===== src/sv/erle_pkg.sv =====
package erle_pkg;

  localparam int unsigned BLOCK_BYTES = 16384;
  localparam int unsigned BW_W = $clog2(BLOCK_BYTES + 1);
  localparam logic [BW_W-1:0] BLOCK_LIMIT = BW_W'(BLOCK_BYTES);

  localparam logic [7:0] ESC_BYTE = 8'hED;

  localparam int unsigned CMD_DEPTH = 4;
  localparam int unsigned CMD_PTR_W = $clog2(CMD_DEPTH);
  localparam int unsigned CMD_CNT_W = $clog2(CMD_DEPTH + 1);

  // One decoded input: a primary run, an optional single-copy second run, block end.
  typedef struct packed {
    logic [7:0] value0;
    logic [7:0] count0;
    logic [7:0] value1;
    logic       has_run1;
    logic       last;
  } cmd_t;

endpackage


===== src/sv/erle_front.sv =====
module erle_front
  import erle_pkg::*;
(
  input  logic       clk_i,
  input  logic       rst_ni,
  input  logic       in_valid_i,
  output logic       in_ready_o,
  input  logic [7:0] in_byte_i,
  input  logic       block_last_i,
  output logic       push_o,
  output cmd_t       cmd_o,
  input  logic       cmd_ready_i
);

  localparam logic [1:0] PH_IDLE = 2'd0;
  localparam logic [1:0] PH_ESC1 = 2'd1;
  localparam logic [1:0] PH_ESC2 = 2'd2;
  localparam logic [1:0] PH_CNT  = 2'd3;

  logic [1:0] phase_q, phase_d;
  logic [7:0] pending_q, pending_d;
  logic       accept;

  assign in_ready_o = cmd_ready_i;
  assign accept     = in_valid_i && cmd_ready_i;

  always_comb begin
    phase_d   = phase_q;
    pending_d = pending_q;
    cmd_o     = '0;
    cmd_o.last = block_last_i;
    unique case (phase_q)
      PH_IDLE: begin
        if (in_byte_i == ESC_BYTE && !block_last_i) begin
          phase_d = PH_ESC1;
        end else begin
          cmd_o.value0 = in_byte_i;
          cmd_o.count0 = 8'd1;
        end
      end
      PH_ESC1: begin
        if (in_byte_i == ESC_BYTE) begin
          phase_d = PH_ESC2;
        end else begin
          cmd_o.value0   = ESC_BYTE;
          cmd_o.count0   = 8'd1;
          cmd_o.value1   = in_byte_i;
          cmd_o.has_run1 = 1'b1;
          phase_d        = PH_IDLE;
        end
      end
      PH_ESC2: begin
        pending_d = in_byte_i;
        phase_d   = PH_CNT;
      end
      PH_CNT: begin
        cmd_o.value0 = in_byte_i;
        cmd_o.count0 = pending_q;
        pending_d    = 8'd0;
        phase_d      = PH_IDLE;
      end
      default: begin
        phase_d = PH_IDLE;
      end
    endcase
    if (block_last_i) begin
      phase_d   = PH_IDLE;
      pending_d = 8'd0;
    end
  end

  assign push_o = accept && (cmd_o.count0 != 8'd0 || block_last_i);

  always_ff @(posedge clk_i or negedge rst_ni) begin
    if (!rst_ni) begin
      phase_q   <= PH_IDLE;
      pending_q <= 8'd0;
    end else if (accept) begin
      phase_q   <= phase_d;
      pending_q <= pending_d;
    end
  end

endmodule


===== src/sv/erle_cmd_fifo.sv =====
module erle_cmd_fifo
  import erle_pkg::*;
(
  input  logic clk_i,
  input  logic rst_ni,
  input  logic push_i,
  input  cmd_t cmd_i,
  output logic ready_o,
  output logic valid_o,
  output cmd_t cmd_o,
  input  logic pop_i
);

  cmd_t                 entries_q [CMD_DEPTH];
  logic [CMD_PTR_W-1:0] wr_ptr_q, rd_ptr_q;
  logic [CMD_CNT_W-1:0] cnt_q;
  logic                 do_push, do_pop;

  assign ready_o = cnt_q != CMD_CNT_W'(CMD_DEPTH);
  assign valid_o = cnt_q != '0;
  assign cmd_o   = entries_q[rd_ptr_q];
  assign do_push = push_i && ready_o;
  assign do_pop  = pop_i && valid_o;

  always_ff @(posedge clk_i) begin
    if (do_push) begin
      entries_q[wr_ptr_q] <= cmd_i;
    end
  end

  always_ff @(posedge clk_i or negedge rst_ni) begin
    if (!rst_ni) begin
      wr_ptr_q <= '0;
      rd_ptr_q <= '0;
      cnt_q    <= '0;
    end else begin
      if (do_push) begin
        wr_ptr_q <= wr_ptr_q + CMD_PTR_W'(1);
      end
      if (do_pop) begin
        rd_ptr_q <= rd_ptr_q + CMD_PTR_W'(1);
      end
      if (do_push && !do_pop) begin
        cnt_q <= cnt_q + CMD_CNT_W'(1);
      end else if (do_pop && !do_push) begin
        cnt_q <= cnt_q - CMD_CNT_W'(1);
      end
    end
  end

endmodule


===== src/sv/erle_back.sv =====
module erle_back
  import erle_pkg::*;
(
  input  logic       clk_i,
  input  logic       rst_ni,
  input  logic       cmd_valid_i,
  input  cmd_t       cmd_i,
  output logic       cmd_pop_o,
  output logic       out_valid_o,
  input  logic       out_ready_i,
  output logic [7:0] run_value_o,
  output logic [7:0] run_count_o,
  output logic       item_last_o,
  output logic       block_done_o,
  output logic       truncated_o
);

  logic            sub_q;
  logic [BW_W-1:0] written_q;
  logic            clip_q;

  logic            out_valid_q;
  logic [7:0]      value_q, count_q;
  logic            item_last_q, done_q, trunc_q;

  logic [7:0]      cur_v, cur_n, nxt_n, c_cur;
  logic [BW_W-1:0] room, room_n;
  logic            clip_cur, clip_nxt, e_nxt, emit_cur, marker, res_valid, step;

  always_comb begin
    cur_v    = sub_q ? cmd_i.value1 : cmd_i.value0;
    cur_n    = sub_q ? 8'd1 : cmd_i.count0;
    nxt_n    = (!sub_q && cmd_i.has_run1) ? 8'd1 : 8'd0;
    room     = BLOCK_LIMIT - written_q;
    clip_cur = BW_W'(cur_n) > room;
    c_cur    = clip_cur ? room[7:0] : cur_n;
    room_n   = room - BW_W'(c_cur);
    clip_nxt = BW_W'(nxt_n) > room_n;
    e_nxt    = (nxt_n != 8'd0) && (room_n != '0);
    emit_cur = c_cur != 8'd0;
    marker   = !emit_cur && !e_nxt && cmd_i.last;
    res_valid = emit_cur || marker;
    step     = cmd_valid_i && (!res_valid || !out_valid_q || out_ready_i);
  end

  assign cmd_pop_o = step && !e_nxt;

  always_ff @(posedge clk_i or negedge rst_ni) begin
    if (!rst_ni) begin
      sub_q     <= 1'b0;
      written_q <= '0;
      clip_q    <= 1'b0;
    end else if (step) begin
      if (e_nxt) begin
        sub_q     <= 1'b1;
        written_q <= written_q + BW_W'(c_cur);
        clip_q    <= clip_q | clip_cur;
      end else begin
        sub_q <= 1'b0;
        if (cmd_i.last) begin
          written_q <= '0;
          clip_q    <= 1'b0;
        end else begin
          written_q <= written_q + BW_W'(c_cur);
          clip_q    <= clip_q | clip_cur | clip_nxt;
        end
      end
    end
  end

  always_ff @(posedge clk_i or negedge rst_ni) begin
    if (!rst_ni) begin
      out_valid_q <= 1'b0;
    end else if (step && res_valid) begin
      out_valid_q <= 1'b1;
    end else if (out_ready_i) begin
      out_valid_q <= 1'b0;
    end
  end

  always_ff @(posedge clk_i) begin
    if (step && res_valid) begin
      value_q     <= marker ? 8'd0 : cur_v;
      count_q     <= marker ? 8'd0 : c_cur;
      item_last_q <= !e_nxt;
      done_q      <= cmd_i.last && !e_nxt;
      trunc_q     <= marker ? (clip_q | clip_cur | clip_nxt) : (clip_q | clip_cur);
    end
  end

  assign out_valid_o  = out_valid_q;
  assign run_value_o  = value_q;
  assign run_count_o  = count_q;
  assign item_last_o  = item_last_q;
  assign block_done_o = done_q;
  assign truncated_o  = trunc_q;

endmodule


===== src/sv/escape_rle_byte_decoder_unit.sv =====
// Channel  Handshake                 Payload
// input    in_valid_i / in_ready_o   in_byte_i, block_last_i
// output   out_valid_o / out_ready_i run_value_o, run_count_o, item_last_o,
//                                    block_done_o, truncated_o
//
// One input byte is taken per cycle while the four-entry command queue has room.
// The back end retires one result per cycle while the output is not stalled, so an
// input that yields two results holds it for both in turn; that queue absorbs the difference.
// Results appear in the cycle after the back end handles a command, from a register.
// Reset clears the escape parser, the queue, the block counters and the result valid flag.
// A stalled output fills the queue and then holds in_ready_o low.
module escape_rle_byte_decoder_unit
  import erle_pkg::*;
(
  input  logic       clk_i,
  input  logic       rst_ni,
  input  logic       in_valid_i,
  output logic       in_ready_o,
  input  logic [7:0] in_byte_i,
  input  logic       block_last_i,
  output logic       out_valid_o,
  input  logic       out_ready_i,
  output logic [7:0] run_value_o,
  output logic [7:0] run_count_o,
  output logic       item_last_o,
  output logic       block_done_o,
  output logic       truncated_o
);

  logic push, fifo_ready, fifo_valid, pop;
  cmd_t push_cmd, head_cmd;

  erle_front u_front (
    .clk_i       (clk_i),
    .rst_ni      (rst_ni),
    .in_valid_i  (in_valid_i),
    .in_ready_o  (in_ready_o),
    .in_byte_i   (in_byte_i),
    .block_last_i(block_last_i),
    .push_o      (push),
    .cmd_o       (push_cmd),
    .cmd_ready_i (fifo_ready)
  );

  erle_cmd_fifo u_fifo (
    .clk_i  (clk_i),
    .rst_ni (rst_ni),
    .push_i (push),
    .cmd_i  (push_cmd),
    .ready_o(fifo_ready),
    .valid_o(fifo_valid),
    .cmd_o  (head_cmd),
    .pop_i  (pop)
  );

  erle_back u_back (
    .clk_i       (clk_i),
    .rst_ni      (rst_ni),
    .cmd_valid_i (fifo_valid),
    .cmd_i       (head_cmd),
    .cmd_pop_o   (pop),
    .out_valid_o (out_valid_o),
    .out_ready_i (out_ready_i),
    .run_value_o (run_value_o),
    .run_count_o (run_count_o),
    .item_last_o (item_last_o),
    .block_done_o(block_done_o),
    .truncated_o (truncated_o)
  );

endmodule


===== config.mk =====
export PLATFORM = sky130hd
export DESIGN_NAME = escape_rle_byte_decoder_unit
export DESIGN_NICKNAME = d
export VERILOG_FILES = /design/src/sv/erle_pkg.sv /design/src/sv/erle_front.sv /design/src/sv/erle_cmd_fifo.sv /design/src/sv/erle_back.sv /design/src/sv/escape_rle_byte_decoder_unit.sv
export SDC_FILE = /design/constraint.sdc
export NUM_CORES = 1
export LEC_CHECK = 0
export BUFFER_PORTS_ARGS = -buffer_cell sky130_fd_sc_hd__buf_2
export CAP_MARGIN = 5
export CORE_MARGIN = 8
export CORE_UTILIZATION = 45
export DETAILED_ROUTE_END_ITERATION = 12
export PLACE_DENSITY_LB_ADDON = 0.08
export SYNTH_ARGS = -nofsm -noshare
export SYNTH_HDL_FRONTEND = slang
export SYNTH_SLANG_ARGS = --single-unit

===== constraint.sdc =====
create_clock -name clk_i -period 19.5 [get_ports clk_i]
set_clock_uncertainty 0.05 [all_clocks]
set_input_delay 3.9 -clock clk_i [delete_from_list [all_inputs] [get_ports clk_i]]
set_output_delay 3.9 -clock clk_i [all_outputs]
set_load 0.1 [all_outputs]

==> results.py <==
metrics = {
    "floorplan": {
        "num_rows": 49,
        "io_pins": 34,
        "start_util_pct": 46.1,
        "dieWidth_um": 152,
        "die_area_sq_um": 23100,
        "die_y_um": 152,
        "core_sq_um": 18100,
    },
    "finish": {
        "drive_gt1_share_pct": 16.1,
        "antennaDiodeCount": 0,
        "final_nets": 749,
        "final_common_cell": "edfxtp_1",
        "final_cell_mix": "edfxtp_1, nand2_1, o21ai_0, nor2_1",
        "area_delta_synth_final_pct": 11.5,
    },
    "sta": {
        "maxSlewViolCount": 0,
        "hold_viol": 0,
        "period_share_pct": 45.7,
        "setup_violations": 0,
        "timing.hold.ws_ns": 0.435,
        "max_freq_ghz": 0.112,
        "grt_setup_unrepaired": "false",
        "final.min_clock_period_ns": 8.91,
        "setup_tns_ns": 0,
        "relSlewSlack_pct": 15.6,
        "layout_setup_ws_ns": 10.59,
        "tightestPinTransition_ns": 1.26,
    },
    "cts": {
        "cts_tree": "done",
        "clk_root_buffer_cell": "clkbuf_16",
        "path_clk_slew_ns": 0.07,
        "clock_path_buffers": 2,
        "cts_buffers": 17,
        "h-tree-depth": 4,
        "post_cts_buffers": 0,
        "cts.repair.resized": 0,
        "worstSkewPairLatency_ns": 0.42,
        "cts_num_sinks": 158,
        "cts_hold_buf": 0,
    },
    "synthesis": {
        "synth_cell_types": 68,
        "synthArstFlopShare_pct": 22.2,
        "synth-edff-count": 123,
        "ys_ff_latch": 158,
        "netlist_instances": 683,
        "yosysWarnings": 0,
        "syn_nets": 726,
        "synth_ff_type": "edfxtp_1",
        "yosysSeqAreaShare_pct": 54.8,
        "syn_area_sq_um": 8340,
        "syn_area_per_cell_sq_um": 12.2,
    },
    "global_routing": {
        "grt_util_all_layers_pct": 17.2,
        "antenna_found_initial": 0,
        "grt_pass1_wl_mm": 31.6,
        "grt_max_degree": 36,
        "first_global_vias": 5633,
        "overflow": 0,
    },
    "critical_path": {
        "worst_setup_path_start_kind": "flip-flop",
        "path_class": "reg2reg",
        "cp_slowest_cell": "dfrtp_2",
        "path_buf_inv": 3,
        "reg2regPathDepth": 27,
        "rrSetupSlack_ns": 10.59,
        "worst_setup_path_end_kind": "flip-flop",
        "reg2reg_from": "u_fifo.rd_ptr_q[0]$_DFFE_PN0P_",
        "crit_arrival_ns": 9.16,
        "required_ns": 19.75,
        "r2r_end": "u_fifo.cnt_q[1]$_DFFE_PN0P_",
        "slowest_delay_ns": 1.02,
        "cp_max_fo": 29,
        "cpLargestDelayFamily": "compound AO/OA/AOI/OAI gates",
    },
    "route": {
        "first_pass_iters": 5,
        "wl_per_cell_um": 20.9,
        "drt-initial-drc-count": 578,
        "post_drt_via_cell_ratio": 5.98,
        "drc": 0,
        "final_antenna_net_count": 0,
        "vias": 5673,
        "routed_wirelength_mm": 19.8,
    },
    "placement": {
        "hpwl_mm": 13.6,
        "gp_congestion": 0.883,
        "dp_worst_setup_slack_ns": 10.54,
        "port_buffers": 33,
    },
    "hold_path": {
        "hold_depth": 2,
        "holdCritStartpoint": "u_front.pending_q[0]$_DFFE_PN0P_",
        "worstHoldPathType": "reg2reg",
        "holdPathEnd": "u_front.pending_q[0]$_DFFE_PN0P_",
    },
    "status": {
        "status": "finished, final reports clean",
    },
    "job": {
        "maxCapViolations": 0,
    },
}
-- layer usage --
| layer | wire, um | vias to the layer above | global-route usage [%] |
|---|---|---|---|
| met1 | 9700 | 2866 | 25.1 |
| met4 | 107 | 0 | 3.95 |
| li1 | - | 2649 | - |
| met5 | 0 | - | 0 |
| met3 | 987 | 10 | 3.26 |
| met2 | 9030 | 148 | 26.1 |
-- worst min-delay path, stage by stage, from the launching register on --
cell	delay, ns
dfrtp_1	0.35
nand2_1	0.05
o41ai_1	0.06
-- how the worst max path moves through the flow --
stage                                              start                          end  slack (ns)  cells past startpoint
final                     u_fifo.rd_ptr_q[0]$_DFFE_PN0P_  u_fifo.cnt_q[1]$_DFFE_PN0P_       10.59                     27
after CTS                 u_fifo.rd_ptr_q[0]$_DFFE_PN0P_  u_fifo.cnt_q[1]$_DFFE_PN0P_       10.54                     27
after global placement    u_fifo.rd_ptr_q[0]$_DFFE_PN0P_  u_fifo.cnt_q[1]$_DFFE_PN0P_       10.80                     28
after global routing      u_fifo.rd_ptr_q[0]$_DFFE_PN0P_  u_fifo.cnt_q[1]$_DFFE_PN0P_        9.61                     27
after floorplan           u_fifo.rd_ptr_q[0]$_DFFE_PN0P_  u_fifo.cnt_q[1]$_DFFE_PN0P_       11.95                     31
after detailed placement  u_fifo.rd_ptr_q[0]$_DFFE_PN0P_  u_fifo.cnt_q[1]$_DFFE_PN0P_       10.54                     27
-- area by class of cell --
| cell class | count | area (sq um) |
|---|---|---|
| inverters | 34 | 128 |
| well taps | 229 | 287 |
| clock inverters | 15 | 196 |
| clock buffers | 17 | 425 |
| flip-flops and latches | 158 | 4570 |
| multi-input cells | 459 | 3500 |
| repair buffers | 36 | 188 |
| fillers | 1553 | 8790 |
-- logic make-up (layout without fill, tap and decap cells) --
group           after synthesis  in the layout  share of synthesized area, %
simple gates                213            213                          13.3
fa+ha+maj                    30             30                          4.77
compound gates              148            148                          12.1
xor+xnor                     31             31                          3.42
flops                       158            158                          54.8
mux                          37             37                          8.22
buf+inv                      66            102                          3.30
-- sequential cells by signal (all words and copies together), names as in the netlist --
name and count:
u_back.block_done_o 1, u_back.truncated_o 1, u_fifo.wr_ptr_q 2, u_fifo.cnt_q 3, u_back.sub_q 1, u_fifo.entries_q 104, u_back.written_q 15, u_back.run_count_o 8
u_front.pending_q 8, u_back.out_valid_o 1, u_fifo.rd_ptr_q 2, u_back.clip_q 1, u_front.phase_q 2, u_back.item_last_o 1, u_back.run_value_o 8
-- synth_stat cells (13+ instances only) --
| library cell | number | area share [%] |
|---|---|---|
| and2_1 | 14 | 1.1 |
| ha_1 | 27 | 4.1 |
| nand2b_1 | 13 | 0.98 |
| o21ai_0 | 41 | 2.5 |
| nand2_1 | 57 | 2.6 |
| clkbuf_1 | 20 | 0.90 |
| inv_1 | 34 | 1.5 |
| dfrtp_1 | 35 | 11 |
| edfxtp_1 | 123 | 44 |
| a21oi_1 | 24 | 1.4 |
| xnor2_1 | 23 | 2.4 |
| nor2_1 | 41 | 1.8 |
| mux4_2 | 25 | 6.8 |
-- through the flow --
step | instances | cell area (sq um) | util (%)
floorplan | 683 | 8340 | -
global placement | 916 | 8670 | 48.0
detailed placement | 916 | 8670 | 48.0
CTS | 948 | 9300 | 51.4
global route | 948 | 9300 | 51.4
finish | 948 | 9300 | 51.4
Power is left out: the tool's default activity adds up to more than one toggle a clock period on the data nets, which glitch-free logic cannot reach.
